--- src/rtl/htbd_ram.sv ---
// ----------------------------------------------------------------------------
// htbd_ram
// Generic single write port, single read port RAM with a registered read.
// ----------------------------------------------------------------------------
`default_nettype none

module htbd_ram #(
  parameter int WIDTH = 8,
  parameter int DEPTH = 16
) (
  input  wire logic                     clk,
  input  wire logic                     we,
  input  wire logic [$clog2(DEPTH)-1:0] waddr,
  input  wire logic [WIDTH-1:0]         wdata,
  input  wire logic                     re,
  input  wire logic [$clog2(DEPTH)-1:0] raddr,
  output logic      [WIDTH-1:0]         rdata
);

  logic [WIDTH-1:0] mem [DEPTH];

  always_ff @(posedge clk) begin
    if (we) begin
      mem[waddr] <= wdata;
    end
    if (re) begin
      rdata <= mem[raddr];
    end
  end

endmodule

`default_nettype wire

--- config.mk ---
export PLATFORM = sky130hd
export DESIGN_NAME = htbd_ram
export DESIGN_NICKNAME = d
export VERILOG_FILES = /design/src/rtl/htbd_ram.sv
export SDC_FILE = /design/constraint.sdc
export NUM_CORES = 1
export LEC_CHECK = 0
export BUFFER_PORTS_ARGS = -buffer_cell sky130_fd_sc_hd__buf_4
export CORE_MARGIN = 8
export CORE_UTILIZATION = 50
export CTS_BUF_LIST = sky130_fd_sc_hd__clkbuf_2 sky130_fd_sc_hd__clkbuf_4 sky130_fd_sc_hd__clkbuf_8
export DETAILED_ROUTE_END_ITERATION = 7
export PLACE_DENSITY = 0.69
export SYNTH_ARGS = -nofsm -noshare
export SYNTH_HDL_FRONTEND = slang
export SYNTH_SLANG_ARGS = --single-unit
export TNS_END_PERCENT = 1
--- constraint.sdc ---
create_clock -name clk -period 4.07 [get_ports clk]
set_clock_uncertainty 0.15 [all_clocks]
set_input_delay 0 -clock clk [delete_from_list [all_inputs] [get_ports clk]]
set_output_delay 0 -clock clk [all_outputs]
set_load 0.05 [all_outputs]
; ---- Word-level counts from Yosys, hierarchy flattened
; Memories as Yosys holds them, arrays and structs flattened. A register that Yosys moved wholly into a read port is not among the register bits.
; Index checks and enable logic that the tools add are counted.
[classes]
mux = 2
[op_table]
columns = op, count
row1 = $mux W1, 2
[totals]
reg_bits = 0
mem_bits_rw = 128
word_cells = 3
n_memories = 1
[memory_table]
columns = memory, words, width, read_ports, rd_ports_with_merged_regs, write_ports, line_no
row1 = mem, 16, 8, 1, 1, 1, 20  ; logic [WIDTH-1:0] mem [DEPTH];

; ---- Depth between registers and ports, before layout
; Gate-level depths: netlist of the first run.
[depth]
depth_word = 2
ltp_mapped = 5
depth_no_buf = 3

; ---- Worst setup path before layout of the first run
; Ideal clock, no wire load.
[synth_timing]
path_type = input -> register
startpoint = input port waddr[2]
endpoint = memory mem[0][0], enable pin
arrival_time_ns = 1.110
required_time_ns = 3.537
setup_slack_ns = 2.427
stages = 2
n_path_buf = 0
path_cell_list = or3b_2 nor3_1
[synth_rtl]
columns = item, line_no
row1 = from (decl), 13  ; input wire logic [$clog2(DEPTH)-1:0] waddr,
row2 = to (decl), 20
; Straight into the memory's write port.

; ---- Worst setup path in the final report of the first run
[layout_timing]
startpoint = input port waddr[3]
endpoint = memory mem[0][3], enable pin
; Straight into the memory's write port.

==> qor.txt, run 1 <==
status - complete, no violations
RSZ-0062 raised after global routing - false
CTS sink count - 136
initial DRC count - 202
number of global-route vias before repair - 2524
placer congestion estimate - 0.700
Longest Clk Path Bufs - 2
nets@finish - 298
met3 WL post-DR - 467 um
crit path DAT - 2.00 ns
pre-CTS setup slack - 2.04 ns
Initial Util - 51.1%
synthesis-to-finish area growth - 14.0%
DRC - 0
port buffer count - 26
Mapped Area - 0.00523 mm2
Critical Path Start Type - primary input
type of the worst setup path - in2reg
Die ar. - 0.0140 mm2
Critical Path Sink Type - flip-flop
Synth area leaders - edfxtp_1, mux4_2, mux4_1
IO Pins - 27
period utilization - 51.5%
post-layout minimum cycle time - 2.10 ns
layout cells sized above 1 - 25.3%
mean routed wirelength per cell - 22.3 um
Max VDD drop - 0.183 mV
fin worst setup slack - 1.97 ns
Synth cell types - 18
first-pass GRT wire length - 14.6 mm
Clk Latency, worst-skew pair - 0.43 ns
fillcell total - 728
met2 WL - 4.43 mm
GRT overflow - 0
gr usage total - 14.4%
synthesized flop and latch total - 136
footprint of the multi-input gates - 0.00106 mm2
1st-pass router iterations - 4
setup TNS - 0 ns
Antenna diodes - 0
Die Wd - 118 um
H-tree Lvls - 4
Max Cap Violations - 0
Req. time, crit path - 3.97 ns
Power Dens Cells - 442 mW/mm2
yosys warns - 0
Die Y - 118 um
WL final - 9.47 mm
R2R Setup Slk - 2.40 ns
uppermost routed layer - met4
Sequential cell area - 0.00408 mm2
WL met1 - 4.31 mm
max_slew headroom - 27.7%
Leakage - 1.96 nW
Finished Cell Area - 0.00596 mm2
Std-Cell Rows - 37
DP HPWL - 5.92 mm
Vias - 2414
Seq/Total Area, Yosys - 78.1%
Final Hold Vio Count - 0
CTS buffer count - 17
ANT nets after route - 0
clock root buffer - clkbuf_8
initial antenna violation count - 0
worst min path class - in2reg
post_cts resized - 0
Cells after Synth - 229
Yosys top cell by area - edfxtp_1
post-synth top area share - 78.1%
Slew Viols, Final - 0
syn nets - 248
Area after DPL - 0.00553 mm2
core area - 0.0102 mm2
pin count of the biggest net entering global routing - 33
Via density - 5.68
syn avg cell area - 22.8 um2
CTS tree - done
setup violators final - 0
clock-pin transition on the worst setup and hold timing paths - 0.07 ns
Worst Path Max Fanout - 8
slew at the pin closest to its max-slew limit - 1.08 ns
FMAX - 0.477 GHz
-- Yosys cell counts --
library cell	count
nor3_1	4
clkdlybuf4s25_2	3
and2_1	1
buf_2	3
buf_4	1
nand3b_1	2
mux4_1	14
or3b_2	1
nand2b_1	2
nand3_1	1
a22oi_1	16
mux4_2	18
nand2_1	9
buf_6	3
nor2_1	13
and2b_1	1
nor2b_1	1
edfxtp_1	136
-- path summary, 6_finish.rpt --
check	from	end	depth (start not counted)
worst min-delay path	waddr[2]	mem[0][7]	3
worst min register to register	mem[15][2]	rdata[2]	3
worst max register to register	mem[3][5]	rdata[5]	3
worst max-delay path	waddr[3]	mem[0][3]	4
-- worst max-delay path, cell delays in order --
cell	delay [ns]
dlygate4sd3_1	0.54
buf_4	0.14
or3b_2	0.48
nor3_1	0.83
-- logic make-up after synthesis --
group | count (synthesis) | share of synthesized area (%)
AOI/OAI and AO/OA | 16 | 2.30
muxes | 32 | 14.8
and+or+nand+nor | 35 | 3.14
buffers and inverters | 10 | 1.65
DFF | 136 | 78.1
-- per-stage QoR --
stage | std cells | total power, mW | hold WS [ns] | util [%]
floorplan | 229 | 1.72 | -0.0511 | -
global placement | 383 | 1.78 | 0.147 | 54.0
detailed placement | 383 | 1.78 | 0.146 | 54.0
CTS | 425 | 2.66 | 0.00279 | 58.3
global route | 425 | 2.72 | 0.0531 | 58.3
finish | 425 | 2.64 | 0.0331 | 58.3
-- sequential cells by signal (all words and copies together) (netlist names) --
register / flops
mem: 128
rdata: 8
-- placed cells by master (no fill, tap or decap) --
cell type / Yosys / routed
a22oi_1: 16 / 16
and2_1: 1 / 1
and2b_1: 1 / 1
buf_4: 1 / 28
clkbuf_4: 0 / 5
clkbuf_8: 0 / 17
clkinv_1: 0 / 4
clkinv_2: 0 / 2
clkinvlp_4: 0 / 1
dlygate4sd3_1: 0 / 13
edfxtp_1: 136 / 136
mux4_1: 14 / 14
mux4_2: 18 / 18
nand2_1: 9 / 9
nand2b_1: 2 / 2
nand3_1: 1 / 1
nand3b_1: 2 / 2
nor2_1: 13 / 13
nor2b_1: 1 / 1
nor3_1: 4 / 3
nor3_2: 0 / 1
or3b_2: 1 / 1
-- metal layers --
metal  vias to the layer above  track usage, %
met5                         -               0
met4                         0            8.65
met3                        19            4.71
met2                        79            20.8
met1                      1239            18.6
li1                       1077               -
-- report_power, final --
part	switching (mW)	internal, mW
clock network	0.444	0.432
registers	0.00742	1.58
logic	0.104	0.0713
total	0.555	2.08
-- final cells by class --
cell class	instances	share of cell area, %
sequential	136	68.5
multi-input combinational	83	17.8
timing repair buffer	41	5.71
clock buffer	22	4.55
tap	136	2.85
clock inverter	7	0.546
-- repair_timing --
item / CTS / global route
endpoints found under the hold margin: 168 / 0
buffers inserted: 0 / 0
hold buffers: 13 / 0
No activity file was read; power rests on OpenSTA's default activity.
==> inputs of run 2 (changes only) <==
--- a/config.mk
+++ b/config.mk
@@ -10,7 +10,7 @@
 export CORE_UTILIZATION = 50
 export CTS_BUF_LIST = sky130_fd_sc_hd__clkbuf_2 sky130_fd_sc_hd__clkbuf_4 sky130_fd_sc_hd__clkbuf_8
 export DETAILED_ROUTE_END_ITERATION = 7
-export PLACE_DENSITY = 0.69
+export PLACE_DENSITY = 0.72
 export SYNTH_ARGS = -nofsm -noshare
 export SYNTH_HDL_FRONTEND = slang
 export SYNTH_SLANG_ARGS = --single-unit
==> constraint.sdc (replaced) <==
create_clock -name clk -period 1.9 [get_ports clk]
set_clock_uncertainty 0.15 [all_clocks]
set_input_delay 0 -clock clk [delete_from_list [all_inputs] [get_ports clk]]
set_output_delay 0 -clock clk [all_outputs]
set_load 0.05 [all_outputs]
==> run 2 against run 1 <==
Compared with the run above: worst setup slack got worse by 1.9 ns; power increased to 2.5 times the previous value; via count increased by 2.9%; critical path type unchanged.
==> qor.txt, run 2 (synthesis results as in run 1) <==
placer congestion estimate - 0.766
Critical Path Sink Type - flip-flop
pin count of the biggest net entering global routing - 33
Comb pwr share - 6.1%
Antenna diodes - 0
Max Cap Violations - 0
initial DRC count - 214
post-layout total power - 6.63 mW
Top reg by flops - mem
Longest Clk Path Bufs - 2
status - complete, no violations
setup violators final - 0
switch share - 20.4%
Leakage - 2.15 nW
WL final - 10.1 mm
crit path DAT - 1.82 ns
hold path startpoint - raddr[3]
ANT nets after route - 0
mean routed wirelength per cell - 22.5 um
clock-pin transition on the worst setup and hold timing paths - 0.08 ns
crit path cell chain - dlygate4sd3_1, buf_4, nand3b_1, nor3_2, dlygate4sd3_1, buf_4
Finished Cell Area - 0.00632 mm2
largest registers - mem: 128 flops, rdata: 8 flops
port buffer count - 26
Die Y - 118 um
RSZ-0062 raised after global routing - false
worst min path class - in2reg
layout cells sized above 1 - 31.4%
clock root buffer - clkbuf_8
register share of total power - 51.3%
Post-Route Utilization - 61.8%
Hold WS - 0.0694 ns
Int Pwr - 5.27 mW
Clk Latency, worst-skew pair - 0.43 ns
period utilization - 96.3%
post-layout minimum cycle time - 1.83 ns
Initial Util - 51.1%
number of global-route vias before repair - 2714
part of the power in the clock network - 42.7%
DRC - 0
Max VDD drop - 0.444 mV
DP HPWL - 6.23 mm
commonest non-fill, non-tap cell in the layout - edfxtp_1
reg-to-reg startpoint - mem[6][1]
largest delay contributor family on the critical path - buffers and inverters
H-tree Lvls - 4
max_slew headroom - 70.5%
Vias - 2485
CP max stage cell - dlygate4sd3_1
setup TNS - 0 ns
CTS tree - done
Slew Viols, Final - 0
core area - 0.0102 mm2
Worst Path Max Fanout - 8
Power Dens Cells - 1050 mW/mm2
max reg flops - 128
GRT overflow - 0
Critical Path Start Type - primary input
Req. time, crit path - 1.89 ns
post-CTS setup buffer count - 0
Die ar. - 0.0140 mm2
Die Wd - 118 um
CP Launch Point - waddr[3]
Final Hold Vio Count - 0
slew at the pin closest to its max-slew limit - 0.442 ns
Area after DPL - 0.00568 mm2
CTS buffer count - 17
most frequent cells in the layout - edfxtp_1, buf_4, mux4_2, clkbuf_8, a22oi_1
sw power - 1.35 mW
first-pass GRT wire length - 15.5 mm
type of the worst setup path - in2reg
Std-Cell Rows - 37
1st-pass router iterations - 5
IO Pins - 27
Buf/Inv on CP - 4
CTS sink count - 136
slowest stage delay, CP - 0.56 ns
synthesis-to-finish area growth - 20.9%
FMAX - 0.547 GHz
gr usage total - 15.2%
Via density - 5.55
nets@finish - 318
initial antenna violation count - 0
==> run 2: cell types whose count changed in the layout (fill, tap and decap cells not counted) <==
cell / delta
buf_12: +2
buf_4: +16
bufinv_16: +6
clkbuf_4: -4
clkinv_1: -4
clkinv_2: -1
clkinv_4: +2
clkinvlp_4: +1
dlygate4sd3_1: +2
inv_6: +3
==> run 2: power groups by stage <==
stage / registers [mW] / clock network (mW) / logic, mW
final: 3.40 / 2.83 / 0.402
after CTS: 3.40 / 2.86 / 0.406
after detailed placement: 3.46 / 0 / 0.381
after floorplan: 3.51 / 0 / 0.171
after global routing: 3.40 / 3.01 / 0.427
after global placement: 3.46 / 0 / 0.373
==> run 2: path summary, 6_finish.rpt <==
kind / cells past startpoint / slack [ns] / end
worst max-delay path: 6 / 0.07 / mem[4][4]
worst max register to register: 3 / 0.27 / rdata[1]
worst min-delay path: 5 / 0.07 / rdata[7]
worst min register to register: 3 / 0.60 / rdata[2]
==> run 2: timing repair <==
| action | 4_1_cts | 5_1_grt |
|---|---|---|
| resized for setup | 0 | 1 |
| endpoints found under the setup margin | 0 | 8 |
| hold buffers | 15 | 0 |
| hold endpoints to repair | 171 | 0 |
==> run 2: cell type report <==
class / count / area (um2)
clock buffers: 18 / 241
clock inverters: 14 / 244
fillers: 694 / 3910
multi-input cells: 83 / 1060
flip-flops and latches: 136 / 4080
well taps: 136 / 170
repair buffers: 61 / 520
==> run 2: stage by stage <==
step,setup slack [ns],std cells
floorplan,0.257,229
global placement,0.246,401
detailed placement,0.225,401
CTS,0.109,448
global route,0.0151,448
finish,0.0708,448
==> run 2: worst min-delay path: cells and delay by family <==
family,cells,cell delay (ns)
compound gates,1,0.09
simple gates,2,0.15
buf+inv,2,0.30
==> run 2: per-layer routing <==
metal  GRT usage (%)  up-vias  wire length (um)
met4            6.65        0               136
met5               0        -                 0
met1            18.6     1270              4130
met2            24.7       90              5150
met3            4.57        9               678
li1                -     1116                 -
==> inputs of run 3 (changes only) <==
--- a/config.mk
+++ b/config.mk
@@ -5,6 +5,7 @@
 export SDC_FILE = /design/constraint.sdc
 export NUM_CORES = 1
 export LEC_CHECK = 0
+export ABC_AREA = 1
 export BUFFER_PORTS_ARGS = -buffer_cell sky130_fd_sc_hd__buf_4
 export CORE_MARGIN = 8
 export CORE_UTILIZATION = 50
==> run 3 against run 2 <==
Compared with the run above: non-clock buffer count decreased by 5; count of clock-buffer cells in the layout is 1 higher; die area up 10%.
==> qor.txt, run 3 <==
status - complete, no violations
commonest non-fill, non-tap cell in the layout - nand2_1
crit path DAT - 2.00 ns
max_slew headroom - 55.3%
GRT overflow - 0
Clk Latency, worst-skew pair - 0.44 ns
xor/xnor share of the synthesized area - 0%
Max Cap Violations - 0
ANT nets after route - 0
post-CTS setup buffer count - 0
Die Y - 124 um
IO Pins - 27
type of the worst setup path - in2reg
period utilization - 97.0%
Critical Path Start Type - primary input
Yosys top cell by area - edfxtp_1
setup TNS - 0 ns
ys flop type - edfxtp_1
gr usage total - 18.3%
placed cells - 714
Longest Clk Path Bufs - 2
Critical Path Sink Type - flip-flop
most common cell in the netlist - nand2_1
pin count of the biggest net entering global routing - 34
H-tree Lvls - 4
Adder-Cell Fraction of Synth Area - 0%
post-layout minimum cycle time - 1.84 ns
Post-synth EDFFs - 136
Die ar. - 0.0154 mm2
Power Dens Cells - 965 mW/mm2
Std-Cell Rows - 39
CTS buffer count - 17
RSZ-0062 raised after global routing - false
Worst Path Max Fanout - 17
clock root buffer - clkbuf_8
Top reg by flops - mem
synthesis-to-finish area growth - 16.1%
reg-to-reg startpoint - mem[13][0]
FMAX - 0.542 GHz
slew at the pin closest to its max-slew limit - 0.668 ns
Initial Util - 51.2%
first-pass GRT wire length - 20.7 mm
CTS sink count - 136
placer congestion estimate - 0.922
yosys warns - 0
layout cells sized above 1 - 12.7%
CTS tree - done
syn avg cell area - 10.6 um2
clock-pin transition on the worst setup and hold timing paths - 0.08 ns
largest registers - mem: 128 flops, rdata: 8 flops
Leakage - 2.92 nW
nets@finish - 621
syn nets - 570
hold path startpoint - we
Die Wd - 124 um
Synth async-reset ratio - 0%
Max VDD drop - 0.521 mV
WL final - 13.2 mm
max reg flops - 128
Hold WS - 0.0275 ns
setup violators final - 0
initial antenna violation count - 0
1st-pass router iterations - 5
Via density - 5.20
Mapped Area - 0.00585 mm2
complex-gate fraction of the synthesized area - 0%
Cells after Synth - 551
Req. time, crit path - 2.06 ns
Synth top cells by count - nand2_1, edfxtp_1, inv_1
CP Launch Point - raddr[2]
Post-Synth Simple-Gate Area - 20.8%
largest family of logic cells by synthesized area - simple AND/OR/NAND/NOR gates
DRC - 0
Seq/Total Area, Yosys - 69.8%
Synth area leaders - edfxtp_1, nand2_1, nand3_1
Synth cell types - 11
number of global-route vias before repair - 3966
worst min path class - in2reg
mean routed wirelength per cell - 17.3 um
DP HPWL - 8.27 mm
mux contribution to synthesized area - 0%
port buffer count - 26
Vias - 3940
Antenna diodes - 0
core area - 0.0114 mm2
post-synth top area share - 69.8%
Final Hold Vio Count - 0
synthesized flop and latch total - 136
initial DRC count - 456
Final Non-Filler Cells - 758
most frequent cells in the layout - nand2_1, edfxtp_1, inv_1, nand3_1, buf_4
Slew Viols, Final - 0
## run 3: cell count changes after synthesis, sizes merged, moves of 16 or more
cell   change
inv      +102
nand3     +96
mux4      -32
a22oi     -16
nand2    +164
buf       +17
## run 3: worst paths after layout
path	endpoint	slack, ns	cells after the start
setup / recovery	rdata[0]	0.06	7
hold / removal	mem[3][4]	0.03	4
setup reg to reg	rdata[0]	0.17	7
hold reg to reg	rdata[6]	0.61	6
## run 3: final cells by class
class | count | area, um2
fillers | 970 | 4630
multi-input cells | 289 | 1210
flip-flops and latches | 136 | 4080
well taps | 143 | 179
repair buffers | 56 | 475
clock buffers | 19 | 249
clock inverters | 13 | 203
inverters | 102 | 387
## run 3: repair_timing
action	CTS	global route
endpoints found under the setup margin	0	1
gates resized for setup	0	1
hold buffers	12	0
endpoints found under the hold margin	144	0
## run 3: where the power goes
group          leakage, nW  internal, mW  switching (mW)  total [mW]
logic                 1.46         0.154           0.341       0.495
registers             1.24          3.38          0.0179        3.39
clock network        0.216          1.58            1.08        2.66
total                 2.92          5.11            1.44        6.55
## run 3: critical path: stages
cell and delay (ns):
dlygate4sd3_1 0.53, buf_4 0.25, clkinvlp_4 0.34, nand3_1 0.18, nand3_1 0.08, dlygate4sd3_1 0.56
nand2_1 0.06
## run 3: per-stage QoR
stage	cell area [um2]	power [mW]	utilization [%]	setup WS, ns
after floorplan	5850	3.75	-	0.799
after global placement	6210	3.92	54.4	0.337
after detailed placement	6210	3.93	54.4	0.301
after CTS	6790	6.59	59.4	0.0138
after global routing	6790	6.76	59.5	0.00814
final	6790	6.55	59.5	0.0566
## run 3: cells by family after synthesis
logic type / after synthesis
buffers and inverters: 126
DFF: 136
and+or+nand+nor: 289
## run 3: metal layers
metal / part of all wire (%) / track usage (%) / vias to the layer above
met2: 48 / 29.5 / 173
met3: 7.7 / 4.76 / 29
met5: 0 / 0 / -
met1: 41 / 22.7 / 1858
met4: 2.8 / 8.70 / 0
li1: - / - / 1880
